File: config.mk
export PLATFORM = sky130hd
export DESIGN_NAME = hng_back
export DESIGN_NICKNAME = d
export VERILOG_FILES = /design/src/hdl/hng_pkg.sv /design/src/hdl/hng_back.sv
export SDC_FILE = /design/constraint.sdc
export NUM_CORES = 2
export LEC_CHECK = 0
export ABC_AREA = 1
export BUFFER_PORTS_ARGS = -buffer_cell sky130_fd_sc_hd__buf_4
export CAP_MARGIN = 25
export CORE_MARGIN = 2
export CORE_UTILIZATION = 40
export CTS_CLUSTER_DIAMETER = 100
export DETAILED_ROUTE_END_ITERATION = 8
export HOLD_SLACK_MARGIN = 0.12
export PLACE_DENSITY_LB_ADDON = 0.1
export SYNTH_ARGS = -nofsm -noshare
export SYNTH_HDL_FRONTEND = slang
export SYNTH_SLANG_ARGS = --single-unit
File: constraint.sdc
create_clock -name clk -period 15.3 [get_ports clk]
set_clock_uncertainty 0.05 [all_clocks]
set_input_delay 1.53 -clock clk [delete_from_list [all_inputs] [get_ports clk]]
set_output_delay 1.53 -clock clk [all_outputs]
set_load 0.02 [all_outputs]
File: src/hdl/hng_pkg.sv
// ----------------------------------------------------------------------------
// hng_pkg
// shared types, constants and helpers of the heightfield normal generator
// ----------------------------------------------------------------------------
package hng_pkg;

	// grid geometry
	localparam int MAX_GRID = 256;
	localparam int COL_W    = $clog2(MAX_GRID);
	localparam int CNT_W    = $clog2(MAX_GRID + 1);
	localparam int ADDR_W   = COL_W + 1;
	localparam int DEPTH    = 2 * MAX_GRID;

	// payload widths
	localparam int POS_W  = 8;
	localparam int Z_W    = 20;
	localparam int H_W    = 17;
	localparam int Q_W    = 16;
	localparam int UQ_W   = 15;
	localparam int CFG_W  = 32;
	localparam int PADDR_W = 4;

	// arithmetic widths
	localparam int ZX_W   = 23;
	localparam int MAG_W  = 38;
	localparam int G_W    = MAG_W + 1;
	localparam int NORM_W = 30;
	localparam int SQ_W   = 62;
	localparam int RT_W   = 63;
	localparam int R_W    = 32;
	localparam int FRAC_W = 14;

	localparam logic signed [ZX_W-1:0] Z_FALLBACK = -23'sd4800;
	localparam logic [MAG_W-1:0]       GRAD_ONE   = MAG_W'(1) << 21;

	localparam int FIFO_DEPTH = 4;

	// register map indexes
	localparam logic [1:0] REG_GRID_N  = 2'd0;
	localparam logic [1:0] REG_SPACING = 2'd1;
	localparam logic [1:0] REG_SINK    = 2'd2;

	typedef struct packed {
		logic [COL_W-1:0]    col;
		logic [COL_W-1:0]    row;
		logic signed [Z_W-1:0] zc;
		logic signed [Z_W-1:0] zl;
		logic signed [Z_W-1:0] zr;
		logic signed [Z_W-1:0] zd;
		logic signed [Z_W-1:0] zu;
		logic                spx2;
		logic                spy2;
		logic                done;
		logic                last;
	} hng_job_t;

	// grid size clamped to the supported range
	function automatic logic [CNT_W-1:0] eff_n(input logic [8:0] g);
		logic [CNT_W-1:0] n;
		if (int'(g) < 2) n = CNT_W'(2);
		else if (int'(g) > MAX_GRID) n = CNT_W'(MAX_GRID);
		else n = CNT_W'(g);
		return n;
	endfunction

endpackage

File: src/hdl/hng_back.sv
// ----------------------------------------------------------------------------
// hng_back
// gradient, shared square root and divider, normal and tangent per job
// ----------------------------------------------------------------------------
module hng_back (
	input  logic                            clk,
	input  logic                            arst_n,
	input  hng_pkg::hng_job_t               job,
	input  logic                            job_empty,
	output logic                            job_pop,
	input  logic [15:0]                     spacing_recip,
	output logic                            out_valid,
	input  logic                            out_ready,
	output logic [hng_pkg::POS_W-1:0]       col,
	output logic [hng_pkg::POS_W-1:0]       row,
	output logic signed [hng_pkg::Z_W-1:0]  vertex_z,
	output logic signed [hng_pkg::Q_W-1:0]  normal_x,
	output logic signed [hng_pkg::Q_W-1:0]  normal_y,
	output logic [hng_pkg::UQ_W-1:0]        normal_z,
	output logic [hng_pkg::UQ_W-1:0]        tangent_x,
	output logic signed [hng_pkg::Q_W-1:0]  tangent_z,
	output logic                            last_of_run,
	output logic                            grid_done
);
	import hng_pkg::*;

	localparam logic [3:0] B_IDLE = 4'd0;
	localparam logic [3:0] B_GX   = 4'd1;
	localparam logic [3:0] B_GY   = 4'd2;
	localparam logic [3:0] B_MAG  = 4'd3;
	localparam logic [3:0] B_SQ   = 4'd4;
	localparam logic [3:0] B_SQRT = 4'd5;
	localparam logic [3:0] B_DIVI = 4'd6;
	localparam logic [3:0] B_DIVS = 4'd7;
	localparam logic [3:0] B_OUT  = 4'd8;

	logic [3:0]              state_q;
	hng_job_t                job_q;
	logic signed [G_W-1:0]   gx_q, gy_q;
	logic                    vsel_q;
	logic [NORM_W-1:0]       m_q [3];
	logic                    neg_q [3];
	logic [4:0]              k_q;
	logic [1:0]              ci_q;
	logic [SQ_W-1:0]         acc_q;
	logic [RT_W-1:0]         v_q, res_q;
	logic [R_W-1:0]          r_q, rem_q;
	logic [UQ_W-1:0]         quo_q, low_q;
	logic signed [Q_W-1:0]   nrm_q [3];
	logic signed [Q_W-1:0]   tx_q, tz_q;

	logic signed [Z_W:0]     diff;
	logic signed [G_W-2:0]   prod;
	logic signed [G_W-1:0]   gval;
	logic [MAG_W-1:0]        mag [3];
	logic                    neg [3];
	logic [MAG_W-1:0]        big;
	logic [3:0]              sh;
	logic [2*NORM_W-1:0]     sq;
	logic [SQ_W-1:0]         acc_n;
	logic [RT_W-1:0]         bsel, trial_r;
	logic [NORM_W+FRAC_W:0]  dvd;
	logic [R_W:0]            trial;
	logic                    qb;
	logic [UQ_W-1:0]         qn;
	logic signed [Q_W-1:0]   qs;
	logic                    load_out;

	function automatic logic [MAG_W-1:0] absg(input logic signed [G_W-1:0] g);
		logic signed [G_W-1:0] a;
		a = (g < 0) ? -g : g;
		return a[MAG_W-1:0];
	endfunction

	assign job_pop = state_q == B_IDLE && !job_empty;

	// one gradient product per cycle
	always_comb begin
		if (state_q == B_GX) diff = (Z_W+1)'(job_q.zr) - (Z_W+1)'(job_q.zl);
		else diff = (Z_W+1)'(job_q.zu) - (Z_W+1)'(job_q.zd);
		prod = (G_W-1)'(diff) * (G_W-1)'($signed({1'b0, spacing_recip}));
		if ((state_q == B_GX) ? job_q.spx2 : job_q.spy2) gval = G_W'(prod) <<< 1;
		else gval = G_W'(prod);
	end

	// component magnitudes of the vector in work and its pre-shift
	always_comb begin
		if (!vsel_q) begin
			mag[0] = absg(gx_q);
			mag[1] = absg(gy_q);
			mag[2] = GRAD_ONE;
			neg[0] = gx_q > 0;
			neg[1] = gy_q > 0;
			neg[2] = 1'b0;
		end else begin
			mag[0] = GRAD_ONE;
			mag[1] = '0;
			mag[2] = absg(gx_q);
			neg[0] = 1'b0;
			neg[1] = 1'b0;
			neg[2] = gx_q < 0;
		end
		big = mag[0];
		if (mag[1] > big) big = mag[1];
		if (mag[2] > big) big = mag[2];
		sh = '0;
		for (int i = 0; i < MAG_W - NORM_W; i++) begin
			if (big[NORM_W + i]) sh = 4'(i + 1);
		end
	end

	assign sq    = m_q[k_q[1:0]] * m_q[k_q[1:0]];
	assign acc_n = ((k_q == '0) ? '0 : acc_q) + SQ_W'(sq);

	// one root bit per cycle
	assign bsel    = RT_W'(1) << {k_q, 1'b0};
	assign trial_r = res_q + bsel;

	// one quotient bit per cycle
	assign dvd   = {m_q[ci_q], FRAC_W'(0)} + (NORM_W+FRAC_W+1)'(r_q >> 1);
	assign trial = {rem_q, low_q[k_q[3:0]]};
	assign qb    = trial >= {1'b0, r_q} && r_q != '0;
	assign qn    = {quo_q[UQ_W-2:0], qb};
	assign qs    = neg_q[ci_q] ? -$signed(Q_W'(qn)) : $signed(Q_W'(qn));

	assign load_out = state_q == B_OUT && (!out_valid || out_ready);

	always_ff @(posedge clk) begin
		unique case (state_q)
			B_IDLE: begin
				if (!job_empty) job_q <= job;
			end
			B_GX: gx_q <= gval;
			B_GY: gy_q <= gval;
			B_MAG: begin
				for (int i = 0; i < 3; i++) begin
					m_q[i]   <= NORM_W'(mag[i] >> sh);
					neg_q[i] <= neg[i];
				end
			end
			B_SQ: begin
				acc_q <= acc_n;
				if (k_q == 5'd2) begin
					v_q   <= RT_W'(acc_n);
					res_q <= '0;
				end
			end
			B_SQRT: begin
				if (v_q >= trial_r) begin
					v_q   <= v_q - trial_r;
					res_q <= (res_q >> 1) + bsel;
				end else begin
					res_q <= res_q >> 1;
				end
				if (k_q == '0) begin
					if (v_q >= trial_r) r_q <= R_W'((res_q >> 1) + bsel);
					else r_q <= R_W'(res_q >> 1);
				end
			end
			B_DIVI: begin
				rem_q <= R_W'(dvd >> UQ_W);
				low_q <= dvd[UQ_W-1:0];
				quo_q <= '0;
			end
			B_DIVS: begin
				quo_q <= qn;
				if (qb) rem_q <= R_W'(trial - {1'b0, r_q});
				else rem_q <= R_W'(trial);
				if (k_q == '0) begin
					if (!vsel_q) nrm_q[ci_q] <= qs;
					else if (ci_q == '0) tx_q <= qs;
					else tz_q <= qs;
				end
			end
			default: ;
		endcase
		if (load_out) begin
			col         <= POS_W'(job_q.col);
			row         <= POS_W'(job_q.row);
			vertex_z    <= job_q.zc;
			normal_x    <= nrm_q[0];
			normal_y    <= nrm_q[1];
			normal_z    <= nrm_q[2][UQ_W-1:0];
			tangent_x   <= tx_q[UQ_W-1:0];
			tangent_z   <= tz_q;
			last_of_run <= job_q.last;
			grid_done   <= job_q.done;
		end
	end

	always_ff @(posedge clk or negedge arst_n) begin
		if (!arst_n) begin
			state_q   <= B_IDLE;
			out_valid <= 1'b0;
			vsel_q    <= 1'b0;
			k_q       <= '0;
			ci_q      <= '0;
		end else begin
			if (load_out) out_valid <= 1'b1;
			else if (out_ready) out_valid <= 1'b0;
			unique case (state_q)
				B_IDLE: if (!job_empty) state_q <= B_GX;
				B_GX: state_q <= B_GY;
				B_GY: begin
					state_q <= B_MAG;
					vsel_q  <= 1'b0;
				end
				B_MAG: begin
					state_q <= B_SQ;
					k_q     <= '0;
				end
				B_SQ: begin
					if (k_q == 5'd2) begin
						state_q <= B_SQRT;
						k_q     <= 5'd31;
					end else begin
						k_q <= k_q + 1'b1;
					end
				end
				B_SQRT: begin
					if (k_q == '0) begin
						state_q <= B_DIVI;
						ci_q    <= '0;
					end else begin
						k_q <= k_q - 1'b1;
					end
				end
				B_DIVI: begin
					state_q <= B_DIVS;
					k_q     <= 5'(UQ_W - 1);
				end
				B_DIVS: begin
					if (k_q != '0) begin
						k_q <= k_q - 1'b1;
					end else if (ci_q != 2'd2) begin
						state_q <= B_DIVI;
						ci_q    <= (vsel_q && ci_q == '0) ? 2'd2 : ci_q + 1'b1;
					end else if (!vsel_q) begin
						state_q <= B_MAG;
						vsel_q  <= 1'b1;
					end else begin
						state_q <= B_OUT;
					end
				end
				B_OUT: if (load_out) state_q <= B_IDLE;
				default: state_q <= B_IDLE;
			endcase
		end
	end
endmodule

==> impl_metrics.toml <==
[outcome]
outcome = "complete, no violations"

[synthesis]
ys_warn_count = 0
async_flop_share_pct = 1.67
muxShareOfSynthArea_pct = 0.0442
synthFlopType = "edfxtp_1"
synth_top_area_share_pct = 25.4
synth_fa_ha_area_share_pct = 33.2
synthCells = 10800
yosys-top-cells-count = "2288 x inv_1, 1907 x nand2_1, 1136 x nor2_1"
synth_edf_count = 766
ys_ff_latch = 779
synth_area_leaders = "edfxtp_1 25%, fa_1 24%, inv_1 9.5%"
synth_cell_types = 64
synth_top_family_by_area = "adder cells"
avgSynthCellArea_um2 = 8.35
yosys.area_share.simple_pct = 18.1
synth_area_um2 = 90600
synth_nets = 12700
synthXorXnorAreaFrac_pct = 3.48
yosysTopAreaCell = "edfxtp_1"
seq_area_frac_synth_pct = 25.8
synth-compound-area-share_pct = 8.33
synth_most_common_cell = "inv_1"

[clock_tree]
post_cts_resized = 0
clockRootBuffer = "clkbuf_16"
h-tree-depth = 3
cts_hold_buf = 0
path_clk_slew_ns = 0.07
post-cts-setup-buffers = 0
cts_sinks = 779
clkLatencyLatePin_ns = 0.79
numCtsBuffers = 93
cts_tree = "yes"
clockBufferDepth = 3

[placement]
place_congestion = 0.936
placed_cells = 13900
port-buffer-count = 257
dp_hpwl_um = 243000

[final_layout]
layout-drive-gt1-share_pct = 5.56
instances_no_fill = 14100
nFillCells = 22600
areaGrowthSynthToFinish_pct = 9.25
nNetsFinal = 12900

[floorplanning]
die_x_um = 480
fp.dieArea_um2 = 230000
core.rowCount = 174
fp.dieH_um = 480
pin_count = 258
start_util_pct = 40.3
core_um2 = 225000

[timing]
timing_hold_violations_final = 0
layout_min_cycle_time_ns = 10.72
fmax_ghz = 0.0933
drv_slew = 0
fin_tns_setup_ns = 0
worstMarginPinSlew_ns = 1.10
finalSetupViolations = 0
rsz0062_at_grt = "no"
slew_headroom_pct = 25.8
finalCritPeriodShare_pct = 70.1

[critical_path]
max_stage_delay_ns = 0.76
cp_data_arrival_time_ns = 11.06
critPathSlowestCell = "o21ai_0"
cp-end-kind = "flop"
cp-start-kind = "flop"
worstPathRequired_ns = 15.64
worst-setup-path-type = "flop to flop"
worst_path_most_repeated_cell = "nand2_1"
path_max_fanout = 10

[routing]
post_drt_wl_per_cell_um = 21.4
vias = 73300
vias_per_cell = 5.22
drt_pass1_iterations = 6
totalWireLength_um = 300000
drtIter0Drc = 6038
drc_errors = 0
ant_nets = 0

[run]
cap_viol_max_count = 0

[min_path]
hold_class = "flop to flop"

[pwr]
total_leakage_power_uw = 0.0458
peakVddDrop_mv = 0.129
p_per_area_nw_per_um2 = 78.0

[global_routing]
antenna_found_initial = 3
grtUsageTotal_pct = 26.2
grt_max_degree = 120
grt_overflow = 0
grt_pass1_vias = 75400
grt_pass1_wl_um = 460000
-- final cells by class --
| cell class | instances | area, um2 | share of cell area (%) |
|---|---|---|---|
| diodes | 2 | 5.00 | 0.00506 |
| well taps | 2992 | 3740 | 3.78 |
| repair buffers | 352 | 2670 | 2.69 |
| inverters | 2324 | 8720 | 8.82 |
| clock buffers | 104 | 2370 | 2.39 |
| flip-flops and latches | 779 | 23300 | 23.6 |
| multi-input cells | 7428 | 57400 | 58.0 |
| clock inverters | 70 | 758 | 0.766 |
-- state kept, by name, indices dropped and copies added (netlist names), 16 cells and up --
name and flops:
gx_q 39, v_q 63, gy_q 39, acc_q 62
res_q 63, nrm_q 47, r_q 32, tz_q 16
normal_x 16, m_q 90, rem_q 32, tangent_z 16
vertex_z 20, normal_y 16, job_q 120
-- through the flow --
| step | setup WS (ns) | hold WS (ns) | area (um2) | util [%] | power [uW] |
|---|---|---|---|---|---|
| after floorplan | 3.50 | 0.350 | 90600 | - | 4480 |
| after global placement | 4.03 | 0.350 | 95800 | 42.6 | 5500 |
| after detailed placement | 4.67 | 0.355 | 95800 | 42.6 | 5510 |
| after CTS | 4.57 | 0.335 | 98900 | 44.0 | 7810 |
| after global routing | 3.96 | 0.345 | 98900 | 44.0 | 8200 |
| final | 4.58 | 0.332 | 98900 | 44.0 | 7720 |
-- critical path: cells and delay by family, from the launching register on --
family,cells,cell delay (ns)
adder cells (fa/ha/maj),9,3.61
AO/OA/AOI/OAI,11,3.22
AND/OR/NAND/NOR,13,1.62
buffers and inverters,7,0.91
XOR/XNOR,2,0.54
flip-flops,1,0.35
-- cell families after synthesis --
logic type	count (synthesis)
AND/OR/NAND/NOR	3980
buffers and inverters	2638
adder cells (fa/ha/maj)	1742
AO/OA/AOI/OAI	1342
flip-flops	779
XOR/XNOR	360
multiplexers	4
-- cells in the final DEF, fill, tap and decap left out, types with 135 or more instances in the layout --
cell / synthesis / final
o21ai_0: 452 / 447
inv_1: 2288 / 2284
a21oi_1: 485 / 484
ha_1: 642 / 642
edfxtp_1: 766 / 766
buf_4: 14 / 349
nand3_1: 640 / 640
nand2_1: 1907 / 1904
fa_1: 1100 / 1100
xnor2_1: 135 / 135
nor2_1: 1136 / 1126
xor2_1: 225 / 225
-- metal layers --
metal	track usage, %	up-vias	share of wire (%)
li1	-	34500	-
met3	3.07	348	5.7
met1	36.6	36200	45
met2	43.0	2308	47
met5	0	-	0.0027
met4	6.77	2	2.8
-- power breakdown --
group / switching [uW] / internal (uW) / leakage [uW] / total [uW]
Clock: 1020 / 1260 / 0.00148 / 2280
Sequential: 0.0000000000000444 / 2530 / 0.00718 / 2530
Combinational: 1910 / 999 / 0.0372 / 2910
Total: 2930 / 4780 / 0.0458 / 7720
-- path summary, 6_finish.rpt --
path | startpoint | end | slack [ns] | cells past startpoint
max | job_q[44]$_DFFE_PP_ | gy_q[30]$_DFFE_PP_ | 4.58 | 42
min | nrm_q[0][11]$_DFFE_PP_ | normal_x[11]$_DFFE_PP_ | 0.33 | 0
max reg2reg | job_q[44]$_DFFE_PP_ | gy_q[30]$_DFFE_PP_ | 4.58 | 42
min reg2reg | nrm_q[0][11]$_DFFE_PP_ | normal_x[11]$_DFFE_PP_ | 0.33 | 0
max in group asynchronous | arst_n | vsel_q$_DFFE_PN0P_ | 14.34 | 1
min in group asynchronous | arst_n | state_q[2]$_DFFE_PN0P_ | 0.63 | 1
Power figures use the tool's default switching activity.
