<file path="src/hdl/hng_pkg.sv">
// ----------------------------------------------------------------------------
// hng_pkg
// shared types, constants and helpers of the heightfield normal generator
// ----------------------------------------------------------------------------
package hng_pkg;

	// grid geometry
	localparam int MAX_GRID = 256;
	localparam int COL_W    = $clog2(MAX_GRID);
	localparam int CNT_W    = $clog2(MAX_GRID + 1);
	localparam int ADDR_W   = COL_W + 1;
	localparam int DEPTH    = 2 * MAX_GRID;

	// payload widths
	localparam int POS_W  = 8;
	localparam int Z_W    = 20;
	localparam int H_W    = 17;
	localparam int Q_W    = 16;
	localparam int UQ_W   = 15;
	localparam int CFG_W  = 32;
	localparam int PADDR_W = 4;

	// arithmetic widths
	localparam int ZX_W   = 23;
	localparam int MAG_W  = 38;
	localparam int G_W    = MAG_W + 1;
	localparam int NORM_W = 30;
	localparam int SQ_W   = 62;
	localparam int RT_W   = 63;
	localparam int R_W    = 32;
	localparam int FRAC_W = 14;

	localparam logic signed [ZX_W-1:0] Z_FALLBACK = -23'sd4800;
	localparam logic [MAG_W-1:0]       GRAD_ONE   = MAG_W'(1) << 21;

	localparam int FIFO_DEPTH = 4;

	// register map indexes
	localparam logic [1:0] REG_GRID_N  = 2'd0;
	localparam logic [1:0] REG_SPACING = 2'd1;
	localparam logic [1:0] REG_SINK    = 2'd2;

	typedef struct packed {
		logic [COL_W-1:0]    col;
		logic [COL_W-1:0]    row;
		logic signed [Z_W-1:0] zc;
		logic signed [Z_W-1:0] zl;
		logic signed [Z_W-1:0] zr;
		logic signed [Z_W-1:0] zd;
		logic signed [Z_W-1:0] zu;
		logic                spx2;
		logic                spy2;
		logic                done;
		logic                last;
	} hng_job_t;

	// grid size clamped to the supported range
	function automatic logic [CNT_W-1:0] eff_n(input logic [8:0] g);
		logic [CNT_W-1:0] n;
		if (int'(g) < 2) n = CNT_W'(2);
		else if (int'(g) > MAX_GRID) n = CNT_W'(MAX_GRID);
		else n = CNT_W'(g);
		return n;
	endfunction

endpackage

</file>
<file path="src/hdl/hng_fifo.sv">
// ----------------------------------------------------------------------------
// hng_fifo
// short job queue between the front sequencer and the normal engine
// ----------------------------------------------------------------------------
module hng_fifo (
	input  logic              clk,
	input  logic              arst_n,
	input  logic              push,
	input  hng_pkg::hng_job_t din,
	output logic              full,
	input  logic              pop,
	output hng_pkg::hng_job_t dout,
	output logic              empty
);
	import hng_pkg::*;

	localparam int PTR_W = $clog2(FIFO_DEPTH);
	localparam int CNT_FW = $clog2(FIFO_DEPTH + 1);

	hng_job_t          buf_q [FIFO_DEPTH];
	logic [PTR_W-1:0]  wr_q, rd_q;
	logic [CNT_FW-1:0] cnt_q;

	assign full  = cnt_q == CNT_FW'(FIFO_DEPTH);
	assign empty = cnt_q == '0;
	assign dout  = buf_q[rd_q];

	always_ff @(posedge clk) begin
		if (push) begin
			buf_q[wr_q] <= din;
		end
	end

	always_ff @(posedge clk or negedge arst_n) begin
		if (!arst_n) begin
			wr_q  <= '0;
			rd_q  <= '0;
			cnt_q <= '0;
		end else begin
			if (push) begin
				wr_q <= (wr_q == PTR_W'(FIFO_DEPTH - 1)) ? '0 : wr_q + 1'b1;
			end
			if (pop) begin
				rd_q <= (rd_q == PTR_W'(FIFO_DEPTH - 1)) ? '0 : rd_q + 1'b1;
			end
			if (push && !pop) cnt_q <= cnt_q + 1'b1;
			else if (pop && !push) cnt_q <= cnt_q - 1'b1;
		end
	end
endmodule

</file>
<file path="config.mk">
export PLATFORM = sky130hd
export DESIGN_NAME = hng_fifo
export DESIGN_NICKNAME = d
export VERILOG_FILES = /design/src/hdl/hng_pkg.sv /design/src/hdl/hng_fifo.sv
export SDC_FILE = /design/constraint.sdc
export NUM_CORES = 1
export LEC_CHECK = 0
export ABC_AREA = 1
export BUFFER_PORTS_ARGS = -buffer_cell sky130_fd_sc_hd__buf_2
export CORE_UTILIZATION = 50
export DETAILED_ROUTE_END_ITERATION = 12
export PLACE_DENSITY = 0.74
export SLEW_MARGIN = 20
export SYNTH_ARGS = -nofsm -noshare
export SYNTH_HDL_FRONTEND = slang
export SYNTH_SLANG_ARGS = --single-unit
</file>
<file path="constraint.sdc">
create_clock -name clk -period 7.7 [get_ports clk]
set_input_delay 0.77 -clock clk [delete_from_list [all_inputs] [get_ports clk]]
set_output_delay 0.77 -clock clk [all_outputs]
set_load 0.1 [all_outputs]
</file>
==> flow_summary.toml, run 1 <==
[die]
dieArea_mm2 = 0.04044
std_cell_rows = 72
start_util = 0.5093
die_h_um = 201.1
coreArea_mm2 = 0.03892
die_x_um = 201.1
io_pins = 246

[clock_network]
cts_tree = "yes"
ctsResizeCount = 0
htreeDepth = 2
cts-buffers-inserted = 49
insertion_delay_ps = 560
cts_setup_buffers = 0
clockBufferDepth = 3
clock_sinks = 487
ctsHoldBuffers = 1
clk_pin_slew_ps = 60
cts.root.buffer_cell = "clkbuf_16"

[timing]
finalMaxSlewViolations = 0
max_slew_margin = 0.2543
setup_viol = 0
hold_ws_ps = 416.0
clock_skew_ps = 9.464
rsz0062_at_grt = "false"
hold_viol = 0
tightest_slew_ps = 1119
max_freq_mhz = 236.1
period_share = 0.5500
layout_setup_ws_ps = 3465
min_period_ps = 4235
tns_ps = 0

[setup_path]
cpPeakStageDelay_ps = 900
path_max_fanout = 168
reg2reg_to = "buf_q[2][37]$_DFFE_PP_"
r2r_setup_slack_ps = 5150
rr_startpoint = "wr_q[0]$_DFFE_PN0P_"
path_cells = "inv_8, buf_4, o211ai_1, nand2_1, buf_2"
rr_worst_depth = 5
start_kind = "flip-flop"
critical_path.startpoint = "rd_q[0]$_DFFE_PN0P_"
crit_type = "flip-flop to primary output"
crit_arrival_ps = 3460
slowest_stage = "buf_4"
end_kind = "primary output"
endpoint = "dout[58]"
cp.required_ps = 6930

[synth]
ys_warn_count = 0
synthArstFlopShare = 0.01437
synth_edf_count = 480
synthFlopType = "edfxtp_1"
synth.distinct_cells = 20
syn-cell-area_mm2 = 0.01982
yosysSeqAreaShare = 0.7361
synth_fp_nets = 1583
syn-instance-count = 1452
avgSynthCellArea_um2 = 13.65
synth-seq-cells = 487

[routing]
drt-pass1-iter-count = 5
totalWireLength_um = 37900
drt_iter0_drc = 701
post-route-drc-count = 0
wl_per_cell_um = 16.96
vias = 11270
viasPerCell = 5.041
antenna_left = 0

[global_route]
gr-total-overflow = 0
grt_use_met3 = 0.05167
met2_usage = 0.3326
grt.busiest_layer = "met2"
use_met1 = 0.2250
grt_pass1_wl_um = 59430
antenna_found_initial = 6
grt_pass1_vias = 11280
grt_max_degree = 226
grt_util_all_layers = 0.1902

[placed_design]
io_buffers = 245
post-place-ws_ps = 4105
detailed_place_hpwl_um = 21010
gp_routability_congestion = 0.7346

[status]
outcome = "finished clean"

[flow_run]
cap_violations = 0

[cells_and_area]
layout.nets = 1810
layout-drive-gt1-share = 0.2391
area_growth_pct = 14.89

[worst_hold_path]
hp-class = "primary input to flip-flop"
-- worst min-delay path by stage --
stage / start / to / slack [ps] / depth (start not counted)
global placement: cnt_q[2]$_DFFE_PN0P_ / cnt_q[2]$_DFFE_PN0P_ / 490 / 2
detailed placement: cnt_q[2]$_DFFE_PN0P_ / cnt_q[2]$_DFFE_PN0P_ / 500 / 2
CTS: din[16] / buf_q[3][16]$_DFFE_PP_ / 380 / 1
floorplan: cnt_q[2]$_DFFE_PN0P_ / cnt_q[2]$_DFFE_PN0P_ / 460 / 2
global route: din[16] / buf_q[3][16]$_DFFE_PP_ / 390 / 1
finish: din[4] / buf_q[0][4]$_DFFE_PP_ / 420 / 1
-- cell usage in the layout (no fill, tap or decap), types with 2 or more instances in the layout --
cell type   instances
buf_2             245
buf_4               8
clkbuf_1           13
clkbuf_16          49
clkinv_1           14
clkinv_2            6
clkinvlp_4          3
dfrtp_1             6
diode_2             2
edfxtp_1          480
ha_1                6
inv_1             247
inv_6               6
nand2_1           375
nor2_1              2
nor3_1              2
o211ai_1          151
o211ai_2           89
o21ai_0             3
-- critical path, delay by kind of cell (launching register included) --
kind	cells	cell delay, ps
simple gates	1	140
compound gates	1	140
flops	1	450
buf+inv	3	1970
-- through the flow --
step                instance area (µm²)  std cells  utilization
detailed placement                21340       2145       0.5483
global route                      22770       2233       0.5850
finish                            22770       2235       0.5851
CTS                               22770       2233       0.5850
global placement                  21340       2145       0.5483
floorplan                         19820       1452            -
-- per-layer routing --
metal  part of all wire  vias up  wire length [µm]
li1                   -     5543                 -
met1               0.41     5394             15350
met2               0.51      245             19160
met3              0.063       76              2398
met4              0.025        8               940
met5             0.0012        -                46
-- kinds of logic after synthesis --
| family | share of synthesized area |
|---|---|
| DFF | 0.7361 |
| buffers and inverters | 0.07184 |
| and+or+nand+nor | 0.07247 |
| AOI/OAI and AO/OA | 0.1144 |
| xor gates and xnor gates | 0.0004420 |
| adders and majority gates | 0.004798 |
-- synthesized netlist by cell type, types with 2 or more instances --
| cell type | number | area [µm²] |
|---|---|---|
| clkbuf_1 | 5 | 18.77 |
| buf_6 | 10 | 112.6 |
| edfxtp_1 | 480 | 14410 |
| dfrtp_1 | 7 | 175.2 |
| nor3_1 | 2 | 10.01 |
| o211ai_2 | 89 | 1114 |
| nor2_1 | 2 | 7.510 |
| inv_2 | 2 | 7.510 |
| ha_1 | 6 | 75.07 |
| buf_4 | 9 | 67.56 |
| o21ai_0 | 3 | 15.01 |
| nand2_1 | 375 | 1408 |
| buf_2 | 55 | 275.3 |
| o211ai_1 | 151 | 1134 |
| inv_1 | 251 | 942.2 |
-- area by class of cell --
type                            count  area [µm²]
Multi-Input combinational cell    633        3807
Clock inverter                     25       143.9
Tap cell                          518       648.1
Antenna cell                        2       5.005
Inverter                          253       982.2
Sequential cell                   487       14590
Fill cell                        3000       16150
Timing Repair Buffer              255        1316
Clock buffer                       62        1275
-- flip-flops by register name (all words and copies together) (netlist names) --
register / count
rd_q: 2
buf_q: 480
cnt_q: 3
wr_q: 2
Power of run 1 is not shown: default switching activity piles up to over one toggle a cycle in this logic, so the estimate is an artifact.
==> run 2, diff against run 1 <==
==> constraint.sdc (replaced) <==
create_clock -name clk -period 4.42 [get_ports clk]
set_input_delay 0.442 -clock clk [delete_from_list [all_inputs] [get_ports clk]]
set_output_delay 0.442 -clock clk [all_outputs]
set_load 0.1 [all_outputs]
==> run 2 against run 1 <==
Effect of this change:
- routed wire length up 3.1%
- worst setup slack lost 2500 ps
- largest cell class unchanged
- highest routed layer unchanged
- hold slack got worse by 340 ps
- sequential share of layout area decreased by 0.86 points
- first-iteration DRC count is 4.9% lower
- die area stayed put
- final cell count up 0.58%
- register-to-register slack worse by 3100 ps
- cell area is 1.4% higher
- clock-buffer cell count grew 3
- non-clock buffer count is 12 higher
- clock skew rose by 2.4 ps
==> flow_summary.toml, run 2 (synthesized netlist as in run 1, its figures left out) <==
[cells_and_area]
final_cell_mix = "480 x edfxtp_1, 375 x nand2_1, 247 x inv_1"
num-fill-cells = 3085
regMostFlops = "buf_q"
layout-drive-gt1-share = 0.2487
largest_reg_flops = 480
top_regs = "buf_q (480), cnt_q (3)"
final_cell_area_mm2 = 0.02308
final_common_cell = "edfxtp_1"
layout.nets = 1822
area_growth_pct = 16.44

[timing]
tns_ps = 0
finalMaxSlewViolations = 0
period_share = 0.7871
clock_skew_ps = 11.90
max_slew_margin = 0.2784
hold_viol = 0
max_freq_mhz = 287.5
setup_viol = 0
tightest_slew_ps = 1082
rsz0062_at_grt = "false"
min_period_ps = 3479

[die]
io_pins = 246
start_util = 0.5093
die_h_um = 201.1
coreArea_mm2 = 0.03892
dieArea_mm2 = 0.04044
std_cell_rows = 72
die_x_um = 201.1

[clock_network]
cts_setup_buffers = 0
ctsResizeCount = 0
clk_pin_slew_ps = 60
cts-buffers-inserted = 49
clock_sinks = 487
htreeDepth = 2
insertion_delay_ps = 570
cts_tree = "yes"
clockBufferDepth = 3
cts.root.buffer_cell = "clkbuf_16"

[setup_path]
r2r_setup_slack_ps = 2080
rr_worst_depth = 5
crit_type = "flip-flop to primary output"
start_kind = "flip-flop"
cpPeakStageDelay_ps = 790
path_max_fanout = 60
path_cells = "inv_6, buf_12, o211ai_2, nand2_1, buf_2"
end_kind = "primary output"
cp.required_ps = 3980
rr_startpoint = "wr_q[1]$_DFFE_PN0P_"
crit_arrival_ps = 3040
endpoint = "dout[78]"
slowest_stage = "dfrtp_4"
critical_path.startpoint = "rd_q[1]$_DFFE_PN0P_"
reg2reg_to = "buf_q[1][56]$_DFFE_PP_"

[routing]
drt-pass1-iter-count = 5
antenna_left = 0
drt_iter0_drc = 667
post-route-drc-count = 0
wl_per_cell_um = 17.38
viasPerCell = 5.069
vias = 11390
totalWireLength_um = 39080

[global_route]
antenna_found_initial = 8
use_met1 = 0.2339
grt_max_degree = 140
grt.busiest_layer = "met2"
grt_pass1_vias = 11490
grt_util_all_layers = 0.1955
met2_usage = 0.3386
grt_pass1_wl_um = 60960
gr-total-overflow = 0
grt_use_met3 = 0.05491

[status]
outcome = "finished clean"

[flow_run]
cap_violations = 0

[placed_design]
io_buffers = 245
gp_routability_congestion = 0.7555
dpl_cell_area_mm2 = 0.02153
detailed_place_hpwl_um = 22500

[worst_hold_path]
hp-class = "primary input to flip-flop"
[run 2: cell types whose count changed in the layout (fill, tap and decap cells not counted), sizes merged]
cell / before / now
diode: 2 / 5
clkinvlp: 3 / 1
clkinv: 20 / 14
bufinv: 1 / 4
clkbuf: 62 / 65
buf: 254 / 266
[run 2: worst min path at each step]
| stage | slack, ps | cells after the start | from | end |
|---|---|---|---|---|
| detailed placement | 290 | 1 | arst_n | wr_q[1]$_DFFE_PN0P_ |
| finish | 80 | 1 | din[9] | buf_q[1][9]$_DFFE_PP_ |
| global route | 60 | 1 | din[9] | buf_q[1][9]$_DFFE_PP_ |
| global placement | 280 | 1 | arst_n | wr_q[0]$_DFFE_PN0P_ |
| floorplan | 150 | 0 | arst_n | cnt_q[0]$_DFFE_PN0P_ |
| CTS | 30 | 1 | din[9] | buf_q[2][9]$_DFFE_PP_ |
[run 2: critical path: cells and delay by family, from the launching register on]
family | cells | cell delay (ps)
buf+inv | 3 | 1360
flops | 1 | 790
compound gates | 1 | 140
simple gates | 1 | 100
[run 2: timing repair]
action | in CTS | in global routing
endpoints found under the setup margin | 0 | 0
hold endpoints to repair | 7 | 0
hold buffers | 1 | 0
[run 2: routing by layer]
metal,up-vias,share of wire
li1,5560,-
met1,5516,0.41
met2,263,0.51
met3,47,0.067
met4,8,0.017
met5,-,0.0014
[run 2: final cells by class]
| class | instances | area, µm² | share of cell area |
|---|---|---|---|
| antenna | 5 | 12.51 | 0.0005421 |
| clock buffer | 65 | 1329 | 0.05757 |
| clock inverter | 20 | 201.4 | 0.008728 |
| inverter | 253 | 982.2 | 0.04256 |
| multi-input combinational | 633 | 3807 | 0.1650 |
| sequential | 487 | 14590 | 0.6323 |
| tap | 518 | 648.1 | 0.02808 |
| timing repair buffer | 267 | 1506 | 0.06527 |
[run 2: per-stage QoR]
step	hold slack (ps)	setup slack, ps	utilization	instances
3_5_place_dp	289.8	1494	0.5531	2157
5_1_grt	55.14	800.6	0.5928	2244
6_report	77.47	941.2	0.5930	2248
2_1_floorplan	146.4	974.3	-	1452
3_3_place_gp	284.6	1517	0.5531	2157
4_1_cts	34.39	854.6	0.5927	2243
Power of run 2 is left out for the same reason.
==> run 3, diff against run 2 <==
--- a/config.mk
+++ b/config.mk
@@ -9,7 +9,7 @@
 export BUFFER_PORTS_ARGS = -buffer_cell sky130_fd_sc_hd__buf_2
 export CORE_UTILIZATION = 50
 export DETAILED_ROUTE_END_ITERATION = 12
-export PLACE_DENSITY = 0.74
+export PLACE_DENSITY = 0.77
 export SLEW_MARGIN = 20
 export SYNTH_ARGS = -nofsm -noshare
 export SYNTH_HDL_FRONTEND = slang
==> constraint.sdc (replaced) <==
create_clock -name clk -period 2.8 [get_ports clk]
set_input_delay 0.28 -clock clk [delete_from_list [all_inputs] [get_ports clk]]
set_output_delay 0.28 -clock clk [all_outputs]
set_load 0.1 [all_outputs]
==> run 3 against run 2 <==
Effect of this change:
- sequential share of layout area shrank 6.5 points
- worst setup slack lost 820 ps
- non-clock buffer count grew 134
- critical path depth is the same
- via count grew 6.8%
==> flow_summary.toml, run 3 (synthesized netlist as in run 1, its figures left out) <==
[die]
die_x_um = 201.1
die_h_um = 201.1
dieArea_mm2 = 0.04044
start_util = 0.5093
std_cell_rows = 72
io_pins = 246
coreArea_mm2 = 0.03892

[clock_network]
cts.root.buffer_cell = "clkbuf_16"
cts-buffers-inserted = 48
insertion_delay_ps = 570
clk_pin_slew_ps = 60
clock_sinks = 487
htreeDepth = 2
clockBufferDepth = 3
cts_tree = "yes"

[cells_and_area]
diodes = 0
top_regs = "buf_q (480), cnt_q (3)"
largest_reg_flops = 480
final_cell_mix = "480 x edfxtp_1, 371 x nand2_1, 246 x inv_1"
layout-drive-gt1-share = 0.2406
regMostFlops = "buf_q"
stdcell_count = 2376
fin_util = 0.6605
final_common_cell = "edfxtp_1"
layout.nets = 1955
area_growth_pct = 29.70

[global_route]
grt_util_all_layers = 0.2094
grt_pass1_wl_um = 65750
antenna_found_initial = 0
grt_max_degree = 122
gr-total-overflow = 0
grt_pass1_vias = 12530

[timing]
finalMaxSlewViolations = 0
hold_viol = 0
tightest_slew_ps = 751.3
max_freq_mhz = 373.4
period_share = 0.9563
hold_ws_ps = 85.44
min_period_ps = 2678
clock_skew_ps = 10.17
setup_viol = 0
max_slew_margin = 0.4980
layout_setup_ws_ps = 122.2

[setup_path]
start_kind = "flip-flop"
end_kind = "primary output"
crit_arrival_ps = 2400
crit_type = "flip-flop to primary output"
cp.required_ps = 2520
rr_worst_depth = 4
path_max_fanout = 78

[worst_hold_path]
hp-class = "primary input to flip-flop"
hold_depth = 2

[placed_design]
detailed_place_hpwl_um = 23370
gp_routability_congestion = 0.7930
dp.cells = 2169
post-place-ws_ps = 642.3
io_buffers = 245

[routing]
drt-pass1-iter-count = 5
vias = 12170
post-route-drc-count = 0
antenna_left = 0
drt_iter0_drc = 699
viasPerCell = 5.123
totalWireLength_um = 41990
wl_per_cell_um = 17.67

[flow_run]
cap_violations = 0

[status]
outcome = "finished clean"
==> run 3: per-layer routing <==
| metal | global-route usage | up-vias | routed length, µm |
|---|---|---|---|
| met5 | 0 | - | 0 |
| met4 | 0.07743 | 0 | 1056 |
| met3 | 0.04584 | 87 | 2629 |
| met2 | 0.3728 | 381 | 21910 |
| met1 | 0.2482 | 5886 | 16400 |
| li1 | - | 5819 | - |
==> run 3: cell type report <==
| cell class | count | area [µm²] |
|---|---|---|
| inverters | 253 | 996.0 |
| repair buffers | 401 | 4227 |
| well taps | 518 | 648.1 |
| clock buffers | 57 | 1256 |
| fillers | 2591 | 13210 |
| multi-input cells | 633 | 3825 |
| flip-flops and latches | 487 | 14590 |
| clock inverters | 27 | 161.4 |
==> run 3: final timing paths <==
check	start	endpoint	slack, ps
max	rd_q[0]$_DFFE_PN0P_	dout[72]	120
min	push	wr_q[0]$_DFFE_PN0P_	90
max reg2reg	wr_q[0]$_DFFE_PN0P_	buf_q[3][92]$_DFFE_PP_	770
min reg2reg	cnt_q[2]$_DFFE_PN0P_	cnt_q[2]$_DFFE_PN0P_	560
max in group asynchronous	arst_n	rd_q[1]$_DFFE_PN0P_	2530
min in group asynchronous	arst_n	rd_q[0]$_DFFE_PN0P_	100
==> run 3: critical path: stages (launching register included) <==
cell and delay, ps:
dfrtp_1 410, bufinv_16 400, buf_12 270, o211ai_1 120
nand2_1 120, buf_2 430
==> run 3: per-stage QoR <==
stage | instance area [µm²] | TNS (ps)
finish | 25710 | 0
detailed placement | 23010 | 0
global route | 25710 | -5.942
global placement | 23010 | 0
CTS | 25640 | 0
floorplan | 19850 | -11510
==> run 3: repair_timing <==
item | 4_1_cts | 5_1_grt
gates resized for setup | 0 | 5
endpoints found under the setup margin | 0 | 47
hold endpoints to repair | 489 | 0
hold buffers | 122 | 0
buffers inserted | 0 | 0
Power of run 3 is left out for the same reason.
